## config.mk

```make
export PLATFORM = sky130hd
export DESIGN_NAME = can_mailbox_id_scheduler_core
export DESIGN_NICKNAME = d
export VERILOG_FILES = /design/src/hw/rtl/cms_pkg.sv /design/src/hw/rtl/cms_ram.sv /design/src/hw/rtl/can_mailbox_id_scheduler_core.sv
export SDC_FILE = /design/constraint.sdc
export NUM_CORES = 2
export LEC_CHECK = 0
export ABC_AREA = 1
export ABC_CLOCK_PERIOD_IN_PS = 4600
export BUFFER_PORTS_ARGS = -buffer_cell sky130_fd_sc_hd__buf_4
export CORE_UTILIZATION = 52
export DETAILED_ROUTE_END_ITERATION = 6
export HOLD_SLACK_MARGIN = 0.15
export PLACE_DENSITY_LB_ADDON = 0.25
export SLEW_MARGIN = 20
export SYNTH_ARGS = -nofsm -noshare
export SYNTH_HDL_FRONTEND = slang
export SYNTH_HIERARCHICAL = 1
export SYNTH_SLANG_ARGS = --single-unit
```

## constraint.sdc

```tcl
create_clock -name clk -period 4.6 [get_ports clk]
set_input_delay 0.46 -clock clk [delete_from_list [all_inputs] [get_ports clk]]
set_output_delay 0.46 -clock clk [all_outputs]
set_load 0.005 [all_outputs]
```

## src/hw/rtl/cms_pkg.sv

```systemverilog
`timescale 1ns / 1ps
package cms_pkg;

    // Default sizes of the list, the segment table and the mailbox bank
    localparam int ENTRIES_DEF   = 64;
    localparam int SEGMENTS_DEF  = 8;
    localparam int MAILBOXES_DEF = 32;

    // Fixed field widths
    localparam int FUNC_W  = 2;
    localparam int ID_W    = 11;
    localparam int LEN_W   = 4;
    localparam int CYC_W   = 16;
    localparam int MBOX_W  = 5;
    localparam int ENTRY_W = 6;
    localparam int DUP_W   = 4;
    localparam int RATIO_W = 7;
    localparam int CFG_W   = 7;

    localparam int S_DATA_W = 40;
    localparam int M_DATA_W = 32;

    // Item kinds
    localparam logic [FUNC_W-1:0] FUNC_LOAD   = 2'd0;
    localparam logic [FUNC_W-1:0] FUNC_FINISH = 2'd1;
    localparam logic [FUNC_W-1:0] FUNC_INIT   = 2'd2;
    localparam logic [FUNC_W-1:0] FUNC_ACCEPT = 2'd3;

    // Register indexes
    localparam logic CFG_DUP_LIMIT = 1'b0;
    localparam logic CFG_RATIO     = 1'b1;

    localparam logic [DUP_W-1:0] DUP_MAX = 4'd15;

endpackage

```

## src/hw/rtl/cms_ram.sv

```systemverilog
`timescale 1ns / 1ps
module cms_ram #(
    parameter int WIDTH = 8,
    parameter int DEPTH = 16,
    parameter int AW    = (DEPTH > 1) ? $clog2(DEPTH) : 1
) (
    input  logic             clk,
    input  logic             we,
    input  logic [AW-1:0]    waddr,
    input  logic [WIDTH-1:0] wdata,
    input  logic [AW-1:0]    raddr,
    output logic [WIDTH-1:0] rdata
);

    logic [WIDTH-1:0] mem [DEPTH];

    always_ff @(posedge clk)
    begin
        if (we)
        begin
            mem[waddr] <= wdata;
        end
        rdata <= mem[raddr];
    end

endmodule

```

## src/hw/rtl/can_mailbox_id_scheduler_core.sv

```systemverilog
`timescale 1ns / 1ps
// Receive mailbox ID scheduler. Load transactions (tuser = 0) append a list
// entry (ID, length) in arrival order; past the first entry, a rise above the
// highest cycle time so far opens a new segment (while the table has room)
// whose mailbox range is sized by ceil(position / filter_ratio), clamped to
// the mailbox bank. A finish transaction (tuser = 1) closes the list. Init (2)
// and accept (3) transactions pick the segment owning the mailbox; init takes
// its next entry round robin, accept the next one under the duplicate limit,
// and each returns one result transaction. A load that opens a segment and a
// finish run a serial divide of one bit per cycle, then a segment update.
// Accept walks the segment through the duplicate-count memory, one read and
// one check per visited entry, then reads, clears and writes the mailbox map.
// One transaction is in work at a time; a finished result waits in the output
// register while the next input is taken. The list memories have no reset and
// no clearing pass: entries are valid once loaded.
module can_mailbox_id_scheduler_core
    import cms_pkg::*;
#(
    parameter int ENTRIES   = ENTRIES_DEF,
    parameter int SEGMENTS  = SEGMENTS_DEF,
    parameter int MAILBOXES = MAILBOXES_DEF
) (
    input  logic                clk,
    input  logic                rst_n,
    input  logic                s_tvalid,
    output logic                s_tready,
    // can_id[10:0], frame_length[14:11], cycle_time[30:15], mailbox[35:31]
    input  logic [S_DATA_W-1:0] s_tdata,
    // func[1:0]
    input  logic [FUNC_W-1:0]   s_tuser,
    output logic                m_tvalid,
    input  logic                m_tready,
    // out_mailbox[4:0], out_can_id[15:5], out_length[19:16], out_entry[25:20]
    output logic [M_DATA_W-1:0] m_tdata,
    input  logic                cfg_we,
    input  logic                cfg_index,
    input  logic [CFG_W-1:0]    cfg_wdata
);

    localparam int AW  = (ENTRIES > 1) ? $clog2(ENTRIES) : 1;
    localparam int CW  = $clog2(ENTRIES + 1);
    localparam int KW  = (SEGMENTS > 1) ? $clog2(SEGMENTS) : 1;
    localparam int TW  = $clog2(SEGMENTS + 1);
    localparam int BW  = $clog2(MAILBOXES + 1);
    localparam int MAW = (MAILBOXES > 1) ? $clog2(MAILBOXES) : 1;
    localparam int SW  = $clog2(ENTRIES + 2);
    localparam int LW  = ((CW + 1 > BW) ? CW + 1 : BW) + 1;
    localparam int XW  = ((BW > MBOX_W) ? BW : MBOX_W) + 1;
    localparam int DCW = $clog2(CW + 1);

    localparam logic [3:0] S_IDLE   = 4'd0;
    localparam logic [3:0] S_DIV    = 4'd1;
    localparam logic [3:0] S_SEG    = 4'd2;
    localparam logic [3:0] S_INIT   = 4'd3;
    localparam logic [3:0] S_STEP   = 4'd4;
    localparam logic [3:0] S_CHK    = 4'd5;
    localparam logic [3:0] S_MAPRD  = 4'd6;
    localparam logic [3:0] S_MAPCLR = 4'd7;
    localparam logic [3:0] S_MAPWR  = 4'd8;
    localparam logic [3:0] S_RES    = 4'd9;

    // Input field split
    logic [ID_W-1:0]   in_id;
    logic [LEN_W-1:0]  in_len;
    logic [CYC_W-1:0]  in_cyc;
    logic [MBOX_W-1:0] in_mbox;
    assign in_id   = s_tdata[10:0];
    assign in_len  = s_tdata[14:11];
    assign in_cyc  = s_tdata[30:15];
    assign in_mbox = s_tdata[35:31];

    // Control and list state
    logic [3:0]         state_reg;
    logic [DUP_W-1:0]   dup_limit_reg;
    logic [RATIO_W-1:0] ratio_reg;
    logic [CYC_W-1:0]   max_cyc_reg;
    logic [CW-1:0]      count_reg;
    logic [KW-1:0]      open_reg;
    logic [TW-1:0]      total_reg;
    logic               closed_reg;
    logic               finish_reg;

    // Segment table
    logic [AW-1:0] seq_start_reg [SEGMENTS];
    logic [AW-1:0] seq_end_reg   [SEGMENTS];
    logic [AW-1:0] cursor_reg    [SEGMENTS];
    logic [BW-1:0] box_start_reg [SEGMENTS];
    logic [BW-1:0] box_end_reg   [SEGMENTS];

    logic [MAILBOXES-1:0] map_valid_reg;

    // Item in work
    logic [MBOX_W-1:0] mbox_reg;
    logic [KW-1:0]     seg_reg;
    logic [AW-1:0]     n_reg;
    logic [AW-1:0]     e_reg;
    logic [SW-1:0]     steps_reg;

    // Serial divider
    logic [CW-1:0]      div_pos_reg;
    logic [CW-1:0]      div_num_reg;
    logic [CW-1:0]      div_q_reg;
    logic [RATIO_W-1:0] div_rem_reg;
    logic [DCW-1:0]     div_cnt_reg;

    // Output register
    logic                out_valid_reg;
    logic [M_DATA_W-1:0] out_data_reg;

    // Memories
    logic                    ent_we;
    logic [AW-1:0]           ent_waddr;
    logic [ID_W+LEN_W-1:0]   ent_rdata;
    logic                    cnt_we;
    logic [AW-1:0]           cnt_waddr;
    logic [DUP_W-1:0]        cnt_wdata;
    logic [AW-1:0]           cnt_raddr;
    logic [DUP_W-1:0]        cnt_rdata;
    logic [AW-1:0]           map_rdata;

    logic in_acc;
    assign s_tready = (state_reg == S_IDLE);
    assign in_acc   = s_tvalid && s_tready;
    assign m_tvalid = out_valid_reg;
    assign m_tdata  = out_data_reg;

    // Load position after an implied list restart
    logic [CW-1:0] load_pos;
    assign load_pos = closed_reg ? '0 : count_reg;

    // Segment that owns the incoming mailbox; highest match wins
    logic [KW-1:0] find_k;
    always_comb
    begin
        find_k = '0;
        for (int k = 0; k < SEGMENTS; k++)
        begin
            if ((TW'(k) < total_reg) && (XW'(in_mbox) >= XW'(box_start_reg[k]))
                && (XW'(in_mbox) <= XW'(box_end_reg[k])))
            begin
                find_k = KW'(k);
            end
        end
    end

    // Divider step
    logic [RATIO_W-1:0] ratio_eff;
    logic [RATIO_W:0]   div_sh;
    logic               div_ge;
    assign ratio_eff = (ratio_reg == '0) ? RATIO_W'(1) : ratio_reg;
    assign div_sh    = {div_rem_reg, div_num_reg[CW-1]};
    assign div_ge    = div_sh >= {1'b0, ratio_eff};

    // Rounded-up box number and its clamped forms
    logic [LW-1:0] box_b;
    logic [BW-1:0] box_end_val;
    logic [BW-1:0] box_start_val;
    assign box_b = LW'(div_q_reg) + LW'(div_rem_reg != '0);
    assign box_end_val   = (box_b > LW'(MAILBOXES)) ? BW'(MAILBOXES - 1) : BW'(box_b - LW'(1));
    assign box_start_val = (box_b > LW'(MAILBOXES)) ? BW'(MAILBOXES) : BW'(box_b);

    // Walk helpers
    logic [AW-1:0] walk_next;
    logic [AW-1:0] init_next;
    assign walk_next = (n_reg < seq_end_reg[seg_reg]) ? n_reg + AW'(1)
                                                      : seq_start_reg[seg_reg];
    assign init_next = (cursor_reg[seg_reg] < seq_end_reg[seg_reg])
                       ? cursor_reg[seg_reg] + AW'(1) : seq_start_reg[seg_reg];

    logic cnt_ok;
    assign cnt_ok = cnt_rdata <= dup_limit_reg;

    logic [AW-1:0] map_old;
    assign map_old = map_valid_reg[MAW'(mbox_reg)] ? map_rdata : '0;

    // Memory port steering
    always_comb
    begin
        ent_we    = 1'b0;
        ent_waddr = load_pos[AW-1:0];
        cnt_we    = 1'b0;
        cnt_waddr = load_pos[AW-1:0];
        cnt_wdata = DUP_W'(1);
        cnt_raddr = walk_next;
        unique case (state_reg)
            S_IDLE:
            begin
                if (in_acc && (s_tuser == FUNC_LOAD) && (load_pos < CW'(ENTRIES)))
                begin
                    ent_we = 1'b1;
                    cnt_we = 1'b1;
                end
            end
            S_INIT:
            begin
                cnt_we    = 1'b1;
                cnt_waddr = cursor_reg[seg_reg];
                cnt_wdata = '0;
            end
            S_CHK:
            begin
                cnt_we    = cnt_ok;
                cnt_waddr = n_reg;
                cnt_wdata = (cnt_rdata == DUP_MAX) ? DUP_MAX : cnt_rdata + DUP_W'(1);
            end
            S_MAPCLR:
            begin
                cnt_we    = 1'b1;
                cnt_waddr = map_old;
                cnt_wdata = '0;
            end
            default:
            begin
                cnt_we = 1'b0;
            end
        endcase
    end

    cms_ram #(.WIDTH(ID_W + LEN_W), .DEPTH(ENTRIES), .AW(AW)) u_entry_ram (
        .clk   (clk),
        .we    (ent_we),
        .waddr (ent_waddr),
        .wdata ({in_len, in_id}),
        .raddr (e_reg),
        .rdata (ent_rdata)
    );

    cms_ram #(.WIDTH(DUP_W), .DEPTH(ENTRIES), .AW(AW)) u_count_ram (
        .clk   (clk),
        .we    (cnt_we),
        .waddr (cnt_waddr),
        .wdata (cnt_wdata),
        .raddr (cnt_raddr),
        .rdata (cnt_rdata)
    );

    cms_ram #(.WIDTH(AW), .DEPTH(MAILBOXES), .AW(MAW)) u_map_ram (
        .clk   (clk),
        .we    (state_reg == S_MAPWR),
        .waddr (MAW'(mbox_reg)),
        .wdata (e_reg),
        .raddr (MAW'(mbox_reg)),
        .rdata (map_rdata)
    );

    always_ff @(posedge clk or negedge rst_n)
    begin
        if (!rst_n)
        begin
            state_reg     <= S_IDLE;
            dup_limit_reg <= '0;
            ratio_reg     <= RATIO_W'(2);
            max_cyc_reg   <= '0;
            count_reg     <= '0;
            open_reg      <= '0;
            total_reg     <= '0;
            closed_reg    <= 1'b0;
            finish_reg    <= 1'b0;
            map_valid_reg <= '0;
            out_valid_reg <= 1'b0;
            out_data_reg  <= '0;
            mbox_reg      <= '0;
            seg_reg       <= '0;
            n_reg         <= '0;
            e_reg         <= '0;
            steps_reg     <= '0;
            div_pos_reg   <= '0;
            div_num_reg   <= '0;
            div_q_reg     <= '0;
            div_rem_reg   <= '0;
            div_cnt_reg   <= '0;
            for (int k = 0; k < SEGMENTS; k++)
            begin
                seq_start_reg[k] <= '0;
                seq_end_reg[k]   <= '0;
                cursor_reg[k]    <= '0;
                box_start_reg[k] <= '0;
                box_end_reg[k]   <= '0;
            end
        end
        else
        begin
            if (cfg_we)
            begin
                unique case (cfg_index)
                    CFG_DUP_LIMIT: dup_limit_reg <= cfg_wdata[DUP_W-1:0];
                    CFG_RATIO:     ratio_reg     <= cfg_wdata[RATIO_W-1:0];
                    default:       ratio_reg     <= ratio_reg;
                endcase
            end

            // Drop the result once taken, unless a new one replaces it now
            if (m_tvalid && m_tready && (state_reg != S_RES))
            begin
                out_valid_reg <= 1'b0;
            end

            unique case (state_reg)
                S_IDLE:
                begin
                    if (in_acc)
                    begin
                        mbox_reg <= in_mbox;
                        seg_reg  <= find_k;
                        n_reg    <= cursor_reg[find_k];
                        steps_reg <= '0;
                        unique case (s_tuser)
                            FUNC_LOAD:
                            begin
                                // Restart the list after a finish
                                if (closed_reg)
                                begin
                                    open_reg         <= '0;
                                    total_reg        <= '0;
                                    closed_reg       <= 1'b0;
                                    seq_start_reg[0] <= '0;
                                    cursor_reg[0]    <= '0;
                                    box_start_reg[0] <= '0;
                                end
                                if (load_pos < CW'(ENTRIES))
                                begin
                                    count_reg <= load_pos + CW'(1);
                                    if (in_cyc > (closed_reg ? '0 : max_cyc_reg))
                                    begin
                                        max_cyc_reg <= in_cyc;
                                        if ((load_pos != '0) && (open_reg < KW'(SEGMENTS - 1)))
                                        begin
                                            finish_reg  <= 1'b0;
                                            div_pos_reg <= load_pos;
                                            div_num_reg <= load_pos;
                                            div_q_reg   <= '0;
                                            div_rem_reg <= '0;
                                            div_cnt_reg <= DCW'(CW);
                                            state_reg   <= S_DIV;
                                        end
                                    end
                                    else if (closed_reg)
                                    begin
                                        max_cyc_reg <= '0;
                                    end
                                end
                            end
                            FUNC_FINISH:
                            begin
                                closed_reg <= 1'b1;
                                if (count_reg == '0)
                                begin
                                    total_reg <= '0;
                                end
                                else
                                begin
                                    finish_reg  <= 1'b1;
                                    div_pos_reg <= count_reg;
                                    div_num_reg <= count_reg;
                                    div_q_reg   <= '0;
                                    div_rem_reg <= '0;
                                    div_cnt_reg <= DCW'(CW);
                                    state_reg   <= S_DIV;
                                end
                            end
                            default:
                            begin
                                // Drop when no segments or mailbox is out of range
                                if ((total_reg != '0) && (XW'(in_mbox) < XW'(MAILBOXES)))
                                begin
                                    state_reg <= (s_tuser == FUNC_INIT) ? S_INIT : S_STEP;
                                end
                            end
                        endcase
                    end
                end
                S_DIV:
                begin
                    div_rem_reg <= div_ge ? RATIO_W'(div_sh - {1'b0, ratio_eff})
                                          : div_sh[RATIO_W-1:0];
                    div_q_reg   <= {div_q_reg[CW-2:0], div_ge};
                    div_num_reg <= {div_num_reg[CW-2:0], 1'b0};
                    div_cnt_reg <= div_cnt_reg - DCW'(1);
                    if (div_cnt_reg == DCW'(1))
                    begin
                        state_reg <= S_SEG;
                    end
                end
                S_SEG:
                begin
                    // Close the open segment, then open the next or finish
                    seq_end_reg[open_reg] <= AW'(div_pos_reg - CW'(1));
                    box_end_reg[open_reg] <= box_end_val;
                    if (finish_reg)
                    begin
                        total_reg <= TW'(open_reg) + TW'(1);
                    end
                    else
                    begin
                        open_reg                       <= open_reg + KW'(1);
                        seq_start_reg[open_reg + KW'(1)] <= AW'(div_pos_reg);
                        cursor_reg[open_reg + KW'(1)]    <= AW'(div_pos_reg);
                        box_start_reg[open_reg + KW'(1)] <= box_start_val;
                    end
                    state_reg <= S_IDLE;
                end
                S_INIT:
                begin
                    e_reg               <= cursor_reg[seg_reg];
                    cursor_reg[seg_reg] <= init_next;
                    state_reg           <= S_MAPWR;
                end
                S_STEP:
                begin
                    n_reg     <= walk_next;
                    steps_reg <= steps_reg + SW'(1);
                    state_reg <= S_CHK;
                end
                S_CHK:
                begin
                    if (cnt_ok)
                    begin
                        cursor_reg[seg_reg] <= n_reg;
                        e_reg               <= n_reg;
                        state_reg           <= S_MAPRD;
                    end
                    else if ((n_reg == cursor_reg[seg_reg]) || (steps_reg > SW'(ENTRIES)))
                    begin
                        e_reg     <= cursor_reg[seg_reg];
                        state_reg <= S_MAPRD;
                    end
                    else
                    begin
                        state_reg <= S_STEP;
                    end
                end
                S_MAPRD:
                begin
                    state_reg <= S_MAPCLR;
                end
                S_MAPCLR:
                begin
                    state_reg <= S_MAPWR;
                end
                S_MAPWR:
                begin
                    map_valid_reg[MAW'(mbox_reg)] <= 1'b1;
                    state_reg <= S_RES;
                end
                S_RES:
                begin
                    // Hold until the output register frees up
                    if (!out_valid_reg || m_tready)
                    begin
                        out_valid_reg <= 1'b1;
                        out_data_reg  <= {6'd0, ENTRY_W'(e_reg), ent_rdata[ID_W+LEN_W-1:ID_W],
                                          ent_rdata[ID_W-1:0], mbox_reg};
                        state_reg     <= S_IDLE;
                    end
                end
                default:
                begin
                    state_reg <= S_IDLE;
                end
            endcase
        end
    end

`ifndef SYNTHESIS
    // The walk step count never exceeds ENTRIES + 1
    a_walk_bound: assert property (@(posedge clk) disable iff (!rst_n)
        (state_reg == S_CHK) |-> (steps_reg <= SW'(ENTRIES + 1)))
        else $error("round-robin walk overran its bound");

    // Segment total never exceeds the table size
    a_total_bound: assert property (@(posedge clk) disable iff (!rst_n)
        total_reg <= TW'(SEGMENTS))
        else $error("segment total above table size");

    // A load into a full, open list leaves the count alone
    a_full_drop: assert property (@(posedge clk) disable iff (!rst_n)
        (in_acc && (s_tuser == FUNC_LOAD) && !closed_reg && (count_reg == CW'(ENTRIES)))
        |=> $stable(count_reg))
        else $error("load into full list changed the entry count");

    // A result is only produced from the result state
    a_out_src: assert property (@(posedge clk) disable iff (!rst_n)
        $rose(out_valid_reg) |-> ($past(state_reg) == S_RES))
        else $error("result raised outside the result state");
`endif

endmodule

```

* Yosys cells after proc, flatten, opt, wreduce, memory -nomap -nowiden *
Memory sizes are Yosys's and may differ from the RTL's. A register that Yosys moved wholly into a read port is not among the register bits.
Cells that the tools add are included.
W data, S select, Z words.

operators by class
  add/subtract/negate cells = 12
  $lt $le $gt $ge = 39
  equality and inequality tests = 36
  mux-type cells = 131
  bitwise operators = 7
  reduce and logical (&&, ||, !) cells = 58

operators with widths
  kind                  number
  $bwmux W48            7
  $mux W48              4
  $mux W6               22
  $pmux W42 S3          1
  $mux W7               14
  $pmux W7 S2           6
  $bmux W6 S3           4
  $mux W4               14
  $demux W6 S3          3
  $pmux W6 S2           4
  $ge A5 B6 Y1          7
  $le A5 B6 Y1          7
  $mux W3               14
  $mux W16              2
  $or A32 B32 Y32       1
  $pmux W4 S2           4
  $pmux W4 S8           1
  $logic_and A1 B1 Y1   24
  $pmux W6 S4           1
  $mux W1               18
  $pmux W3 S2           3
  $pmux W6 S3           1
  $eq A4 B3 Y1 const B  4
  $ge A4 B4 Y1 const B  4
  61 further kinds      113

storage, ports and cells
  flip-flop bits (word level) = 403
  RAM bits = 1408
  input bits = 55
  output and inout bits = 34
  logic and storage cells = 348
  memories kept = 3

memory list
  memory           words  bits a word  rd ports  clocked after Yosys merged registers in  wr ports  RTL line       source
  u_entry_ram.mem  64     15           1         1                                        1         cms_ram.sv:15  logic [WIDTH-1:0] mem [DEPTH];
  u_count_ram.mem  64     4            1         1                                        1         cms_ram.sv:15
  u_map_ram.mem    32     6            1         1                                        1         cms_ram.sv:15

* Depth between registers and ports, before layout *
  depth after elaboration = 16
  gate-level depth with buffers = 30
  gate-level depth less buffers = 25

* Cells and area by module *
Netlist, hierarchy kept.

modules (own cells, without submodules)
  module                         instances  cells an instance  area an instance (um^2)  sequential area each (um^2)
  cms_ram at u_entry_ram         1          3322               39337.7                  29127.9
  can_mailbox_id_scheduler_core  1          3080               23201.0                  9785.6
  cms_ram at u_count_ram         1          965                10911.7                  7767.4
  cms_ram at u_map_ram           1          704                8077.7                   5885.6

* Worst setup path before layout *
OpenSTA, ideal clock, no wires.

  path kind = register to register
  start = register state_reg[3]
  end = memory u_count_ram/mem[0][3] (netlist bit) (data pin)
  library setup time = 0.721 ns
  arrival time = 3.651 ns
  data required time = 3.879 ns
  path slack = 0.227 ns
  cell stages (with the launch flop) = 7
  buffers on the path = 1
  clock period less this slack = 4.373 ns
  cells stage by stage = dfrtp_1 > nor2_2 > inv_2 > nor2_4 > inv_2 > clkbuf_1 > a211oi_1

between the ends
  cells in the longest elaborated chain, start to end = 3
  elaborated cells between the ends (all ways) = 5
  classes of those cells = eq/ne (3); mux (1); reduce/logical (1)

ends and longest elaborated chain
  element                                       RTL line                              source
  start, declared                               can_mailbox_id_scheduler_core.sv:73   logic [3:0] state_reg;
  start signal, assigned                        can_mailbox_id_scheduler_core.sv:366  state_reg <= (s_tuser == FUNC_INIT) ? S_INIT : S_STEP;
  $eq A4 B2 Y1 or $eq A4 B3 Y1 (tied branches)  can_mailbox_id_scheduler_core.sv:185  unique case (state_reg)
  $reduce_or A2 Y1 (no source line)             --
  $pmux W4 S2 *                                 can_mailbox_id_scheduler_core.sv:185
  net cnt_wdata[3]                              can_mailbox_id_scheduler_core.sv:116  logic [DUP_W-1:0] cnt_wdata;
  end, declared                                 cms_ram.sv:15

The timed path passes the listed nets; every way through them passes the cells marked *.

* Final worst setup path *
  start = register seg_reg[1]
  end = register u_count_ram.rdata[0] (read register of u_count_ram.mem)

between the ends
  cells in the longest elaborated chain, start to end = 6
  elaborated cells between the ends (all ways) = 9
  classes of those cells = order compare (1); mux (7); bitwise (1)

ends and longest elaborated chain
  element                                      RTL line                                                                    source
  start, declared                              can_mailbox_id_scheduler_core.sv:94                                         logic [KW-1:0] seg_reg;
  start signal, assigned                       can_mailbox_id_scheduler_core.sv:304                                        seg_reg <= find_k;
  $not A3 Y4 (not written as such) *           can_mailbox_id_scheduler_core.sv:165, can_mailbox_id_scheduler_core.sv:166
  $bmux W6 S3                                  can_mailbox_id_scheduler_core.sv:165                                        assign walk_next = (n_reg < seq_end_reg[seg_reg]) ? n_reg + AW'(1)
  $mux W6 (not written as such) (2 in series)  can_mailbox_id_scheduler_core.sv:165
  $lt A6 B6 Y1                                 can_mailbox_id_scheduler_core.sv:165
  $mux W6 *                                    can_mailbox_id_scheduler_core.sv:165
  net cnt_raddr[1]                             can_mailbox_id_scheduler_core.sv:117                                        logic [AW-1:0] cnt_raddr;
  end, declared                                cms_ram.sv:12                                                               output logic [WIDTH-1:0] rdata

The timed path passes the listed nets; every way through them passes the cells marked *. The select of a mux whose other input is x is not followed.
A chain may end at the register's enable or synchronous reset.

==> run_results.csv <==
group,metric,value,unit
finish,nFillCells,12629,
synthesis,synthDominantCellAreaShare,0.519,
finish,fin_cells,10348,
finish,drive_gt1_frac,0.0772,
pwr,p_leak,35.9,nW
timing,slew_violations,0,
floorplan,rows,144,
timing,fin_tns_setup,0,ns
status,run_status,"finished, final reports clean",
setup_path,critPathArrivalTime,4.97,ns
setup_path,start_kind,"flip-flop",
place,dpl.hpwl,134,mm
place,place_congestion,0.938,
grt,overflow,0,
timing,timing.slew.headroom,0.0509,
finish,largest_reg_flops,960,
floorplan,pin_count,89,
synthesis,synth_seq_area_share,0.645,
grt,antenna_found_initial,5,
synthesis,yosys-top-cells-area,"edfxtp_1, dfrtp_1, nand2_1",
setup_path,cp_slowest_stage_delay,0.35,ns
grt,grt_pass1_vias,56182,
floorplan,dieArea,158000,um^2
clock_network,cts.sinks,1824,
route,routed_wl,222,mm
finish,area_delta_synth_final,11.2,%
timing,rsz0062_at_grt,"false",
setup_path,crit_path_max_fanout,23,
place,dp.cells,9968,
synthesis,synth_top_area_cell,"edfxtp_1",
grt,grt_use_total,0.277,
synthesis,ys_warn_count,6,
clock_network,cts_tree,"yes",
route,ant_nets,0,
clock_network,path_clk_slew,0.06,ns
setup_path,cpMostUsedCell,"nand2_1",
pwr,ir_drop,1.11,mV
route,first_iter_violations,6548,
synthesis,syn_inst,8071,
setup_path,cp_cell_sequence,"clkinv_1, nand3_2, inv_2, nand2_1, o211ai_1, a221oi_1, o2111ai_1, inv_1, ha_1, a21oi_1, o21a_1, nand2_1, buf_4, o21ai_0, inv_2, clkinv_2, buf_12, nand3_1, nand3_1, nand2_1, nand2_1, nand3_1, nand3_1, nand2_1",
finish,final_cell_mix,"nand2_1, edfxtp_1, nand3_1, inv_1, nor2_1",
setup_path,crit_type,"reg -> reg",
setup_path,end_kind,"flip-flop",
grt,grt_max_degree,216,
clock_network,post_cts_buffers,0,
floorplan,start_util,0.527,
clock_network,clk_latency,0.85,ns
synthesis,ys_seq_elements,1824,
flow_run,max-cap-violations,0,
synthesis,avgSynthCellArea,10.1,um^2
clock_network,clock_path_buffers,3,
synthesis,synthArstFlopShare,0.214,
clock_network,htreeDepth,4,
finish,regMostFlops,"u_entry_ram/mem",
grt,grt_pass1_wl,335,mm
synthesis,ys_types,67,
timing,clock.fmax,235,MHz
floorplan,die_w,398,um
floorplan,coreArea,155000,um^2
clock_network,clockRootBuffer,"clkbuf_16",
route,wl_per_cell,21.4,um
route,dr.pass1.iters,6,
finish,num-nets-final,8326,
timing,tightest_slew,1.42,ns
place,portBuffers,78,
synthesis,synth_ff_type,"edfxtp_1",
route,vias,59623,
setup_path,required,5.32,ns
worst_hold_path,hp-class,"in -> reg",
finish,largest_registers,"u_entry_ram/mem (960), u_count_ram/mem (256), u_map_ram/mem (192)",
route,viasPerCell,5.76,
pwr,p_per_area,662,nW/um^2
finish,final_common_cell,"nand2_1",
route,drc_errors,0,
timing,fin_crit_sh,0.923,
timing,hold_viol,0,
finish,post-route-util,0.586,
clock_network,numCtsBuffers,186,
setup_path,cp_slowest_cell,"dfrtp_1",
synthesis,syn_area,81500,um^2
timing,clock_skew,0.0559,ns
timing,fin_crit,4.25,ns
synthesis,synth-edff-count,1408,
timing,setup_violations,0,
floorplan,die_h,398,um
-- cells by family after synthesis --
kind of cell | share of synthesized area
flip-flops | 0.645
AO/OA/AOI/OAI | 0.0477
multiplexers | 0.00316
other | 0.0000460
AND/OR/NAND/NOR | 0.231
XOR/XNOR | 0.00247
adder cells (fa/ha/maj) | 0.0190
buffers and inverters | 0.0520
-- critical path, delay by kind of cell (launching register included) --
family                     cells  cell delay (ns)
adders and majority gates      1             0.30
buffers and inverters          7             1.40
DFF                            1             0.35
AOI/OAI and AO/OA              6             1.01
and+or+nand+nor               10             1.05
-- path summary, 6_finish.rpt --
kind / from / to / slack, ns / cells past startpoint
max: seg_reg[1] / u_count_ram/rdata[0] / 0.35 / 24
min: s_tdata[8] / u_entry_ram/mem[2][8] / 0.18 / 1
max reg2reg: seg_reg[1] / u_count_ram/rdata[0] / 0.35 / 24
min reg2reg: map_valid_reg[21] / map_valid_reg[21] / 0.46 / 2
max in group asynchronous: rst_n / seq_end_reg[1] / 3.17 / 3
min in group asynchronous: rst_n / m_tdata[2] / 0.34 / 2
-- Yosys cell counts, types with 38 or more instances --
cell	instances
o22ai_1	39
nand2_1	2574
clkbuf_1	135
edfxtp_1	1408
ha_1	122
buf_6	48
dfrtp_1	390
buf_2	171
a21oi_1	69
a211oi_1	38
inv_1	473
buf_4	41
nand3_1	1344
nor2_1	418
nor3_1	89
o21ai_0	393
-- report_power, final --
part           switching [mW]  leakage (nW)  internal, mW
Combinational            17.7          14.9          6.90
Clock                    6.46          3.01          8.80
Sequential              0.963          18.0          19.2
Total                    25.1          35.9          34.9
-- timing repair --
item / 4_1_cts / 5_1_grt
hold buffers: 36 / 0
endpoints found under the hold margin: 153 / 0
gates resized for setup: 0 / 2
setup endpoints to repair: 0 / 4
-- stage by stage --
| stage | hold slack (ns) | total power, mW | setup slack, ns | instance area [um^2] |
|---|---|---|---|---|
| global route | 0.185 | 63.2 | 0.0337 | 90700 |
| CTS | 0.177 | 59.7 | 0.355 | 90700 |
| finish | 0.180 | 60.0 | 0.354 | 90700 |
| floorplan | 0.164 | 37.2 | 0.227 | 81500 |
| global placement | 0.440 | 44.0 | 0.516 | 84100 |
| detailed placement | 0.448 | 44.4 | 0.358 | 84100 |
-- layout make-up --
| cell class | instances | area (um^2) | share of cell area |
|---|---|---|---|
| Antenna cell | 1 | 2.50 | 0.0000276 |
| Clock buffer | 252 | 5150 | 0.0568 |
| Clock inverter | 91 | 1080 | 0.0119 |
| Inverter | 510 | 1940 | 0.0214 |
| Multi-Input combinational cell | 5327 | 24800 | 0.274 |
| Sequential cell | 1824 | 52600 | 0.580 |
| Tap cell | 2044 | 2560 | 0.0282 |
| Timing Repair Buffer | 299 | 2550 | 0.0282 |
-- routing by layer --
layer,routed length (um),track usage,share of wire,vias up
met5,57,0,0.00026,-
li1,-,-,-,27657
met1,91900,0.381,0.41,28861
met4,9060,0.113,0.041,8
met3,18400,0.0461,0.083,470
met2,102000,0.438,0.46,2627
Note: power is estimated with default switching activity, not from simulation.
